File: config.mk
export PLATFORM = sky130hd
export DESIGN_NAME = onewire_rom_search_engine
export DESIGN_NICKNAME = d
export VERILOG_FILES = /design/src/hw/rtl/ors_pkg.sv /design/src/hw/rtl/onewire_rom_search_engine.sv /design/src/hw/rtl/ors_step.sv
export SDC_FILE = /design/constraint.sdc
export NUM_CORES = 1
export LEC_CHECK = 0
export BUFFER_PORTS_ARGS = -buffer_cell sky130_fd_sc_hd__buf_2
export CAP_MARGIN = 40
export CORE_MARGIN = 2
export CORE_UTILIZATION = 44
export CTS_CLUSTER_SIZE = 40
export DETAILED_ROUTE_END_ITERATION = 10
export GPL_TIMING_DRIVEN = 0
export PLACE_DENSITY = 0.69
export SLEW_MARGIN = 20
export SYNTH_ARGS = -nofsm -noshare
export SYNTH_HDL_FRONTEND = slang
export SYNTH_HIERARCHICAL = 1
export SYNTH_SLANG_ARGS = --single-unit
export TNS_END_PERCENT = 10
File: constraint.sdc
create_clock -name aclk -period 5.8 [get_ports aclk]
set_input_delay 0.58 -clock aclk [delete_from_list [all_inputs] [get_ports aclk]]
set_output_delay 0.58 -clock aclk [all_outputs]
set_load 0.01 [all_outputs]
File: src/hw/rtl/ors_pkg.sv
package ors_pkg;

    // Command codes carried on the input tuser field
    typedef enum logic [2:0] {
        CMD_START_FIRST = 3'd0,
        CMD_START_NEXT  = 3'd1,
        CMD_BIT_RESULT  = 3'd2,
        CMD_TARGET_FAM  = 3'd3,
        CMD_SKIP_FAM    = 3'd4
    } command_t;

    // Status codes carried on the output tuser field
    typedef enum logic [2:0] {
        ST_SEARCHING   = 3'd0,
        ST_FOUND       = 3'd1,
        ST_END         = 3'd2,
        ST_NO_PRESENCE = 3'd3,
        ST_NO_RESPONSE = 3'd4,
        ST_CRC_FAIL    = 3'd5,
        ST_ZERO_FAMILY = 3'd6,
        ST_SETUP       = 3'd7
    } status_t;

    localparam logic [7:0] CRC_POLY           = 8'h8C;
    localparam logic [6:0] END_POSITION       = 7'd65;
    localparam logic [6:0] FAMILY_LIMIT       = 7'd9;
    localparam logic [6:0] TARGET_DISCREPANCY = 7'd64;
    localparam int         ID_BITS            = 64;

    typedef struct packed {
        logic [2:0] command;
        logic       presence;
        logic       id_bit;
        logic       complement_bit;
        logic       taken_direction;
        logic [7:0] target_family;
    } item_t;

    typedef struct packed {
        logic               request_direction;
        logic [2:0]         status;
        logic [ID_BITS-1:0] device_id;
    } result_t;

    typedef struct packed {
        logic [ID_BITS-1:0] rom_id;
        logic [6:0]         last_discrepancy;
        logic [3:0]         last_family_discrepancy;
        logic               last_device;
        logic [6:0]         bit_position;
        logic [6:0]         zero_taken_pos;
        logic [7:0]         running_crc;
        logic               search_active;
    } state_t;

    // Dallas CRC-8, reflected, one byte folded in
    function automatic logic [7:0] crc_byte(input logic [7:0] crc, input logic [7:0] data);
        logic [7:0] c;
        c = crc ^ data;
        for (int k = 0; k < 8; k++) begin
            if (c[0]) begin
                c = (c >> 1) ^ CRC_POLY;
            end else begin
                c = c >> 1;
            end
        end
        return c;
    endfunction

    // Direction to request for ID bit n (counting from 1)
    function automatic logic direction_for(input logic [6:0] n, input logic [6:0] ld,
                                           input logic [ID_BITS-1:0] rom);
        logic [5:0] idx;
        idx = n[5:0] - 6'd1;
        if (n < ld) begin
            return rom[idx];
        end
        return (n == ld);
    endfunction

endpackage

File: src/hw/rtl/onewire_rom_search_engine.sv
// 1-Wire ROM search engine, one ID bit per transaction.
// Input channel (s_): each transaction carries a command in s_tuser (start first,
// start next, bit result, target family, skip family) and its operands in
// s_tdata (presence, id bit, complement bit, taken direction, target family).
// Result channel (m_): exactly one transaction per input transaction, carrying
// the status in m_tuser and the next request direction plus the 64-bit ROM ID
// in m_tdata.
// An accepted transaction lands in the input register; the search state and the
// result register update when it advances out of it, and the result then shows
// on m_tvalid.
// Throughput: one transaction per cycle unless the result stalls; the bit step
// and byte CRC fold are one combinational pass from the input register to the
// result register, and the search state feeds back to itself within that cycle.
// Reset (aresetn low, synchronous): both stages empty, ROM ID and counters zero,
// bit position one, no search open.
// Stall: when m_tready is low the result holds; one more transaction can wait in
// the input register, after which s_tready drops until the result is taken.
module onewire_rom_search_engine (
    input  logic        aclk,
    input  logic        aresetn,
    input  logic        s_tvalid,
    output logic        s_tready,
    // [0] presence, [1] id_bit, [2] complement_bit, [3] taken_direction,
    // [11:4] target family, [15:12] zero
    input  logic [15:0] s_tdata,
    // [2:0] command
    input  logic [2:0]  s_tuser,
    output logic        m_tvalid,
    input  logic        m_tready,
    // [0] request_direction, [64:1] device_id, [71:65] zero
    output logic [71:0] m_tdata,
    // [2:0] status
    output logic [2:0]  m_tuser
);

    ors_pkg::item_t   in_reg;
    logic             in_vld_reg;
    ors_pkg::result_t out_reg;
    logic             out_vld_reg;
    ors_pkg::state_t  state_reg;
    ors_pkg::state_t  state_next;
    ors_pkg::result_t res_next;
    logic             advance;

    // Move the input stage forward whenever the result stage is free or drains
    assign advance  = !out_vld_reg || m_tready;
    assign s_tready = !in_vld_reg || advance;

    ors_step u_step (
        .item (in_reg),
        .cur  (state_reg),
        .nxt  (state_next),
        .res  (res_next)
    );

    // Input register: capture a transaction, hold it while the result stalls
    always_ff @(posedge aclk) begin
        if (!aresetn) begin
            in_vld_reg <= 1'b0;
        end else if (s_tready) begin
            in_vld_reg <= s_tvalid;
        end
        if (s_tready && s_tvalid) begin
            in_reg.command         <= s_tuser;
            in_reg.presence        <= s_tdata[0];
            in_reg.id_bit          <= s_tdata[1];
            in_reg.complement_bit  <= s_tdata[2];
            in_reg.taken_direction <= s_tdata[3];
            in_reg.target_family   <= s_tdata[11:4];
        end
    end

    // Search state and result register: update only when an item advances
    always_ff @(posedge aclk) begin
        if (!aresetn) begin
            out_vld_reg                       <= 1'b0;
            state_reg.rom_id                  <= '0;
            state_reg.last_discrepancy        <= '0;
            state_reg.last_family_discrepancy <= '0;
            state_reg.last_device             <= 1'b0;
            state_reg.bit_position            <= 7'd1;
            state_reg.zero_taken_pos          <= '0;
            state_reg.running_crc             <= '0;
            state_reg.search_active           <= 1'b0;
        end else if (advance) begin
            out_vld_reg <= in_vld_reg;
            if (in_vld_reg) begin
                state_reg <= state_next;
            end
        end
        if (advance && in_vld_reg) begin
            out_reg <= res_next;
        end
    end

    assign m_tvalid = out_vld_reg;
    assign m_tdata  = {7'd0, out_reg.device_id, out_reg.request_direction};
    assign m_tuser  = out_reg.status;

endmodule

File: src/hw/rtl/ors_step.sv
module ors_step (
    input  ors_pkg::item_t   item,
    input  ors_pkg::state_t  cur,
    output ors_pkg::state_t  nxt,
    output ors_pkg::result_t res
);

    logic [5:0] idx;
    logic [6:0] bp_inc;
    logic [2:0] status;
    logic       req;

    always_comb begin
        nxt    = cur;
        status = ors_pkg::ST_NO_RESPONSE;
        req    = 1'b0;
        idx    = cur.bit_position[5:0] - 6'd1;
        bp_inc = cur.bit_position + 7'd1;
        case (ors_pkg::command_t'(item.command))
            ors_pkg::CMD_START_FIRST, ors_pkg::CMD_START_NEXT: begin
                if (item.command == ors_pkg::CMD_START_FIRST) begin
                    nxt.last_discrepancy        = '0;
                    nxt.last_family_discrepancy = '0;
                    nxt.last_device             = 1'b0;
                end
                nxt.bit_position   = 7'd1;
                nxt.zero_taken_pos = '0;
                nxt.running_crc    = '0;
                nxt.search_active  = 1'b0;
                if (nxt.last_device) begin
                    nxt.last_discrepancy        = '0;
                    nxt.last_family_discrepancy = '0;
                    nxt.last_device             = 1'b0;
                    status                      = ors_pkg::ST_END;
                end else if (!item.presence) begin
                    nxt.last_discrepancy        = '0;
                    nxt.last_family_discrepancy = '0;
                    status                      = ors_pkg::ST_NO_PRESENCE;
                end else begin
                    nxt.search_active = 1'b1;
                    status            = ors_pkg::ST_SEARCHING;
                    req = ors_pkg::direction_for(7'd1, nxt.last_discrepancy, nxt.rom_id);
                end
            end
            ors_pkg::CMD_BIT_RESULT: begin
                if (cur.search_active) begin
                    if (item.id_bit && item.complement_bit) begin
                        // no device answered: close and forget the search path
                        nxt.search_active           = 1'b0;
                        nxt.last_discrepancy        = '0;
                        nxt.last_family_discrepancy = '0;
                        nxt.last_device             = 1'b0;
                        status                      = ors_pkg::ST_NO_RESPONSE;
                    end else begin
                        if (!item.id_bit && !item.complement_bit && !item.taken_direction) begin
                            nxt.zero_taken_pos = cur.bit_position;
                            if (cur.bit_position < ors_pkg::FAMILY_LIMIT) begin
                                nxt.last_family_discrepancy = cur.bit_position[3:0];
                            end
                        end
                        nxt.rom_id[idx] = item.taken_direction;
                        if (idx[2:0] == 3'd7) begin
                            nxt.running_crc = ors_pkg::crc_byte(cur.running_crc,
                                nxt.rom_id[{idx[5:3], 3'b000} +: 8]);
                        end
                        nxt.bit_position = bp_inc;
                        if (bp_inc >= ors_pkg::END_POSITION) begin
                            nxt.search_active = 1'b0;
                            if (nxt.running_crc != 8'd0) begin
                                nxt.last_discrepancy        = '0;
                                nxt.last_family_discrepancy = '0;
                                nxt.last_device             = 1'b0;
                                status                      = ors_pkg::ST_CRC_FAIL;
                            end else begin
                                nxt.last_discrepancy = nxt.zero_taken_pos;
                                if (nxt.zero_taken_pos == 7'd0) begin
                                    nxt.last_device = 1'b1;
                                end
                                if (nxt.rom_id[7:0] == 8'd0) begin
                                    nxt.last_discrepancy        = '0;
                                    nxt.last_family_discrepancy = '0;
                                    nxt.last_device             = 1'b0;
                                    status                      = ors_pkg::ST_ZERO_FAMILY;
                                end else begin
                                    status = ors_pkg::ST_FOUND;
                                end
                            end
                        end else begin
                            status = ors_pkg::ST_SEARCHING;
                            req = ors_pkg::direction_for(bp_inc, cur.last_discrepancy,
                                                         nxt.rom_id);
                        end
                    end
                end
            end
            ors_pkg::CMD_TARGET_FAM: begin
                nxt.rom_id                  = {{(ors_pkg::ID_BITS-8){1'b0}}, item.target_family};
                nxt.last_discrepancy        = ors_pkg::TARGET_DISCREPANCY;
                nxt.last_family_discrepancy = '0;
                nxt.last_device             = 1'b0;
                nxt.search_active           = 1'b0;
                status                      = ors_pkg::ST_SETUP;
            end
            ors_pkg::CMD_SKIP_FAM: begin
                nxt.last_discrepancy        = {3'b000, cur.last_family_discrepancy};
                nxt.last_family_discrepancy = '0;
                if (cur.last_family_discrepancy == 4'd0) begin
                    nxt.last_device = 1'b1;
                end
                nxt.search_active = 1'b0;
                status            = ors_pkg::ST_SETUP;
            end
            default: begin
            end
        endcase
        res.request_direction = req;
        res.status            = status;
        res.device_id         = nxt.rom_id;
    end

endmodule
==> summary.txt, run 1 <==
Outcome
  – Status: finished clean

Synth
  – Compound-Gate Fraction of Synth Area: 18.1%
  – Post-synth EDFFs: 83
  – Synth Area in Adders: 1.00%
  – Cells after synthesis: 1459
  – Mux cell area share after synthesis: 13.6%
  – Main synth FF type: dfxtp_1
  – Seq/Total Area, Yosys: 36.1%
  – Post-Synth XOR/XNOR Area: 3.34%
  – Synthesis-stage register bit count: 184
  – FFs w/ async S/R, synth: 0%
  – Synth Area in Simple Gates: 19.0%
  – Synthesized area: 12500 um2
  – Syn Area/Cell: 8.57 um2
  – YS warnings: 6
  – Yosys cell types: 83
  – Largest family of logic cells by synthesized area: simple AND/OR/NAND/NOR gates

Detailed routing
  – Starting DRT DRC Count: 1404
  – DRT antenna net count: 0
  – Drt first pass iters: 6
  – DR WL/cell: 23.6 um
  – Vias per cell: 6.07
  – Final WL: 46800 um
  – Via count: 12000
  – DRC viols: 0

Floorplanning
  – Starting Density: 44.9%
  – Die Ht: 173 um
  – DIE AREA: 29800 um2
  – Core area: 27900 um2
  – I/O pins: 100
  – Die Span X: 173 um
  – # rows: 61

Setup path
  – CP Launch Type: flip-flop
  – Crit path max fanout: 10
  – Critical path arrival: 6020 ps
  – Reg2reg path depth: 18
  – Most used cell, CP: nand2_1
  – Crit-path slowest cell: o211ai_1
  – Slowest cell delay on critical path: 520 ps
  – R2R Path End: state_reg[34]
  – CP Cell Sequence: clkbuf_2 > buf_4 > inv_1 > ha_1 > buf_2 > xnor2_2 > nand2_1 > a21oi_1 > o22ai_1 > o211ai_1 > xor2_2 > xor3_1 > mux2i_2 > nand2b_1 > or4_4 > o41ai_2 > nand2_1 > mux2i_1
  – Kind of critical path: reg2reg
  – Critical Path RT: 6180 ps
  – Setup slack, reg-to-reg: 160 ps
  – R2R Path Start: state_reg[16]
  – Crit. End Element: flip-flop

CTS
  – Root Driver: clkbuf_16
  – Clock sink count: 184
  – CTS Buf Count: 17
  – Max Buffers Root-to-Sink: 2
  – CTS tree: built
  – CTS clk-pin slew, worst paths: 80 ps
  – Hold-fix buffers at CTS: 0
  – H-tree depth: 4
  – Skew-Pair Late Insertion Delay: 450 ps

Hold path
  – Worst Hold Depth: 1
  – Hold Startpoint: s_tuser[1]
  – Worst hold path type: in2reg
  – WHS Endpoint: in_reg[13]

Job
  – Max cap viols: 0

Finish
  – Core Util, Final: 51.6%
  – Largest register FFs: 99
  – Filler instances: 2624
  – Non-filler cells, final: 1982
  – Area growth syn-to-layout: 15.0%
  – Most common cell after layout, fill and taps aside: nand2_1
  – Commonest non-fill, non-tap cells in the layout: nand2_1 (348), mux2i_1 (126), buf_2 (112)
  – Final #Nets: 1623
  – Fraction of layout cells with a size suffix above 1: 20.1%

Place
  – Gpl congestion: 1.06
  – IO buf count: 87
  – HPWL Detailed: 34700 um
  – Placed cell count: 1939

Timing
  – Tcrit/Tclk final: 97.2%
  – Max-slew headroom: 33.9%
  – FMAX: 177 MHz
  – Measured slew at the worst slew-check pin: 986 ps
  – Final Setup Violations: 0
  – Final hold vios: 0
  – Final-report max-slew violation count: 0
  – Worst Skew: 14.7 ps
  – Min cycle time layout: 5640 ps

Power and ir drop
  – PwrDens: 224 nW/um2
  – Lkg Pwr: 5.20 nW
  – Worst VDD drop: 0.000153 V

Global routing
  – Total GRT Usage: 31.0%
  – First-pass GRT wire length: 69900 um
  – GRT Residual Overflow: 0
  – Vias in the first global route: 11500
  – Largest net degree at the start of global routing: 58
  – Number of antenna violations at the first check in global routing: 1
[layout make-up]
type	count	area (um2)	area share, %
Inverter	19	71.3	0.496
Buffer	180	1050	7.28
Sequential cell	184	4520	31.4
Clock inverter	13	165	1.15
Timing Repair Buffer	107	623	4.33
Antenna cell	1	2.50	0.0174
Clock buffer	19	464	3.23
Tap cell	378	473	3.29
Multi-Input combinational cell	1081	7020	48.8
[worst max-delay path, delay by kind of cell, from the launching register on]
kind                       cells  cell delay [ps]
DFF                            1              430
AOI/OAI and AO/OA              4             1250
muxes                          2              410
adders and majority gates      1              270
and+or+nand+nor                4             1150
xor gates and xnor gates       3             1140
buffers and inverters          4              920
[power by group]
group          internal (W)  switching (W)
clock              0.000720       0.000550
combinational      0.000215       0.000353
sequential          0.00138      0.0000111
total               0.00231       0.000914
[stage by stage]
| stage | hold WS [ps] | TNS (ps) | power [W] | setup WS (ps) | cell area, um2 |
|---|---|---|---|---|---|
| after global placement | 444 | -12440 | 0.00194 | -865 | 13400 |
| after CTS | 285 | 0 | 0.00322 | 13.9 | 14300 |
| after floorplan | 434 | 0 | 0.00179 | 869 | 12500 |
| final | 303 | 0 | 0.00323 | 163 | 14400 |
| after detailed placement | 452 | -11810 | 0.00195 | -887 | 13600 |
| after global routing | 293 | -182 | 0.00332 | -69.7 | 14400 |
[cells in the mapped netlist (14+ instances only)]
cell type    n  area share [%]
xor2_1      14            0.98
mux2i_1    127              10
inv_1       18            0.54
o21ai_0     98             3.9
nor3_1      26             1.0
nand2_1    349              10
buf_2       23            0.92
nand3_1     27             1.1
a21oi_1     52             2.1
clkbuf_1    64             1.9
edfxtp_1    83              20
o211ai_1    14            0.84
a22o_1      21             1.5
a22oi_1     47             2.8
dfxtp_1    101              16
buf_4       82             4.9
mux4_2      16             2.9
nor2_1      72             2.2
o22ai_1     17            0.85
nor2b_1     14            0.70
[how the worst max path moves through the flow]
stage,from,endpoint,cells after the start
2_1_floorplan,state_reg[16],state_reg[34],19
3_3_place_gp,state_reg[16],state_reg[26],19
3_5_place_dp,state_reg[16],state_reg[34],19
4_1_cts,state_reg[16],state_reg[34],20
5_1_grt,state_reg[16],state_reg[32],20
6_report,state_reg[16],state_reg[34],18
[cells by family (layout without fill, tap and decap cells)]
| group | count (synthesis) | in the layout |
|---|---|---|
| compound gates | 333 | 333 |
| buf+inv | 200 | 338 |
| other cells | 1 | 8 |
| xor+xnor | 34 | 34 |
| fa+ha+maj | 10 | 10 |
| simple gates | 548 | 548 |
| flops | 184 | 184 |
| mux | 149 | 149 |
[timing repair]
action                     4_1_cts  5_1_grt
resized for setup               15       19
buffers inserted                 3        5
setup endpoints to repair       16       15
pin swaps                        1        4
gates cloned                     0        0
[metal layers]
| layer | wire length (um) | track usage, % |
|---|---|---|
| met5 | 0 | 0 |
| met3 | 4780 | 7.89 |
| met4 | 2620 | 18.2 |
| met2 | 21400 | 49.2 |
| met1 | 18000 | 38.3 |
Note: power is estimated with default switching activity, not from simulation.
==> run 2, diff against run 1 <==
CTS_CLUSTER_SIZE = not set   (was 40)
GPL_ROUTABILITY_DRIVEN = 0   (was not set)
clock period = 6.8 ns   (was 5.8 ns; I/O delays follow)
==> run 2 against run 1 <==
Effect of this change: highest routed layer unchanged; largest power group unchanged; sequential power is 14% lower; power is 16% lower; critical path type unchanged; worst hold slack better by 100 ps.
==> summary.txt, run 2 (synthesis gave the netlist of run 1 again) <==
Setup path
  – CP Launch Type: flip-flop
  – Crit path buf inv count: 5 (+1)
  – R2R Path Start: state_reg[16]
  – CP Cell Sequence: clkbuf_1 > clkbuf_1 > inv_1 > ha_1 > buf_2 > xor2_1 > clkbuf_1 > nand2_1 > a2111oi_0 > a41oi_1 > o211ai_1 > xor2_1 > xor3_1 > xor3_1 > mux2i_1 > nand2b_1 > or4_4 > o31ai_1 > nand2_1 > mux2i_1
  – Worst path top cell family by delay: buffers and inverters
  – Critical path arrival: 6940 ps (+920 ps)
  – Crit path to: state_reg[33]
  – Most used cell, CP: clkbuf_1
  – Reg2reg path depth: 20 (+2)
  – CP Launch Point: state_reg[16]
  – WP depth: 20 (+2)
  – Setup slack, reg-to-reg: 230 ps (+70 ps)
  – R2R Path End: state_reg[33]
  – Kind of critical path: reg2reg
  – Crit. End Element: flip-flop
  – Crit path max fanout: 10 (unchanged)
  – Critical Path RT: 7170 ps (+990 ps)
  – Slowest cell delay on critical path: 740 ps (+220 ps)
  – Crit-path slowest cell: a2111oi_0

Power and ir drop
  – PwrDens: 190 nW/um2 (-15%)
  – Lkg Pwr: 5.14 nW (-1.3%)
  – Worst VDD drop: 0.000129 V (-16%)

Place
  – HPWL Detailed: 30900 um (-11%)
  – Pre-CTS setup slack: 444 ps (+1330 ps)
  – DP Area: 13500 um2 (-0.45%)
  – IO buf count: 87 (unchanged)

Detailed routing
  – Final WL: 42300 um (-9.5%)
  – Vias per cell: 6.07 (about the same)
  – Drt first pass iters: 10 (+4)
  – Via count: 12000 (-0.42%)
  – Starting DRT DRC Count: 1817 (+29%)
  – DRT antenna net count: 0 (unchanged)
  – DRC viols: 0 (unchanged)
  – DR WL/cell: 21.4 um (-9.2%)

Timing
  – Max-slew headroom: 37.9% (+4.0 points)
  – RSZ-0062 raised after global routing: no
  – Worst setup margin: 232 ps (+69.6 ps)
  – Measured slew at the worst slew-check pin: 928 ps (-57.3 ps)
  – Min cycle time layout: 6570 ps (+930 ps)
  – Worst Skew: 17.7 ps (+3.06 ps)
  – Setup TNS: 0 ps (unchanged)
  – Tcrit/Tclk final: 96.6% (-0.61 points)
  – Final hold vios: 0 (unchanged)
  – Final Setup Violations: 0 (unchanged)
  – Final-report max-slew violation count: 0 (unchanged)
  – FMAX: 152 MHz (-14%)

Outcome
  – Status: finished clean

Floorplanning
  – # rows: 61 (unchanged)
  – Starting Density: 44.9% (unchanged)
  – Die Span X: 173 um (unchanged)
  – Core area: 27900 um2 (unchanged)
  – I/O pins: 100 (unchanged)
  – Die Ht: 173 um (unchanged)
  – DIE AREA: 29800 um2 (unchanged)

Finish
  – Fraction of layout cells with a size suffix above 1: 18.1% (-2.1 points)
  – Largest register FFs: 99 (unchanged)
  – Diodes inserted: 0 (-1)
  – Commonest non-fill, non-tap cells in the layout: nand2_1 (349), mux2i_1 (127), buf_2 (115)
  – Final instance area: 14200 um2 (-1.4%)
  – Final #Nets: 1617 (-0.37%)
  – Most common cell after layout, fill and taps aside: nand2_1
  – Area growth syn-to-layout: 13.4%

CTS
  – Hold-fix buffers at CTS: 0 (unchanged)
  – Setup bufs post-CTS: 0 (-3)
  – CTS tree: built
  – Max Buffers Root-to-Sink: 2 (unchanged)
  – CTS Buf Count: 17 (unchanged)
  – H-tree depth: 4 (unchanged)
  – Clock sink count: 184 (unchanged)
  – Root Driver: clkbuf_16
  – Skew-Pair Late Insertion Delay: 450 ps (about the same)
  – CTS clk-pin slew, worst paths: 70 ps (about the same)

Global routing
  – GRT Residual Overflow: 0 (unchanged)
  – Largest net degree at the start of global routing: 44 (-24%)
  – First-pass GRT wire length: 63800 um (-8.7%)
  – Total GRT Usage: 27.6% (-3.4 points)
  – Number of antenna violations at the first check in global routing: 0 (-1)
  – Vias in the first global route: 11100 (-3.0%)

Hold path
  – Worst hold path type: in2reg

Job
  – Max cap viols: 0 (unchanged)
==> run 2: worst min path at each step <==
stage	to	depth (start not counted)	slack (ps)	start
6_report	in_reg[11]	1	410	s_tdata[0]
3_3_place_gp	state_reg[35]	2	440	state_reg[35]
3_5_place_dp	state_reg[38]	2	460	state_reg[38]
4_1_cts	in_reg[11]	1	390	s_tdata[0]
2_1_floorplan	state_reg[0]	2	430	state_reg[0]
5_1_grt	in_reg[0]	1	390	s_tdata[4]
==> run 2: per-stage QoR <==
stage	total power, W	cells	utilization (%)	hold slack (ps)
finish	0.00270	1975	50.9	406
global route	0.00278	1975	50.9	388
CTS	0.00270	1971	50.8	392
detailed placement	0.00164	1939	48.5	460
global placement	0.00164	1930	48.2	442
floorplan	0.00152	1465	-	434
==> run 2: routing by layer <==
layer,vias up,wire length [um],GRT usage (%)
met5,-,0,0
met4,0,2610,15.9
met3,199,4920,7.50
met2,836,18700,43.1
met1,5554,16100,34.4
li1,5397,-,-
==> run 2: final cells by class <==
type	instances	area (um2)
flip-flops and latches	184	4510
multi-input cells	1081	6920
repair buffers	100	544
fillers	2590	13700
plain buffers	181	1040
clock inverters	12	163
inverters	19	71.3
clock buffers	20	458
well taps	378	473
==> run 2: power breakdown <==
| group | internal (W) | leakage (nW) | switching [W] |
|---|---|---|---|
| Combinational | 0.000172 | 3.21 | 0.000282 |
| Clock | 0.000605 | 0.297 | 0.000454 |
| Sequential | 0.00118 | 1.63 | 0.00000942 |
==> run 2: what timing repair did <==
action                                  in CTS  in global routing
hold endpoints to repair                     0                  0
endpoints found under the setup margin       0                 10
gates resized for setup                      0                  4
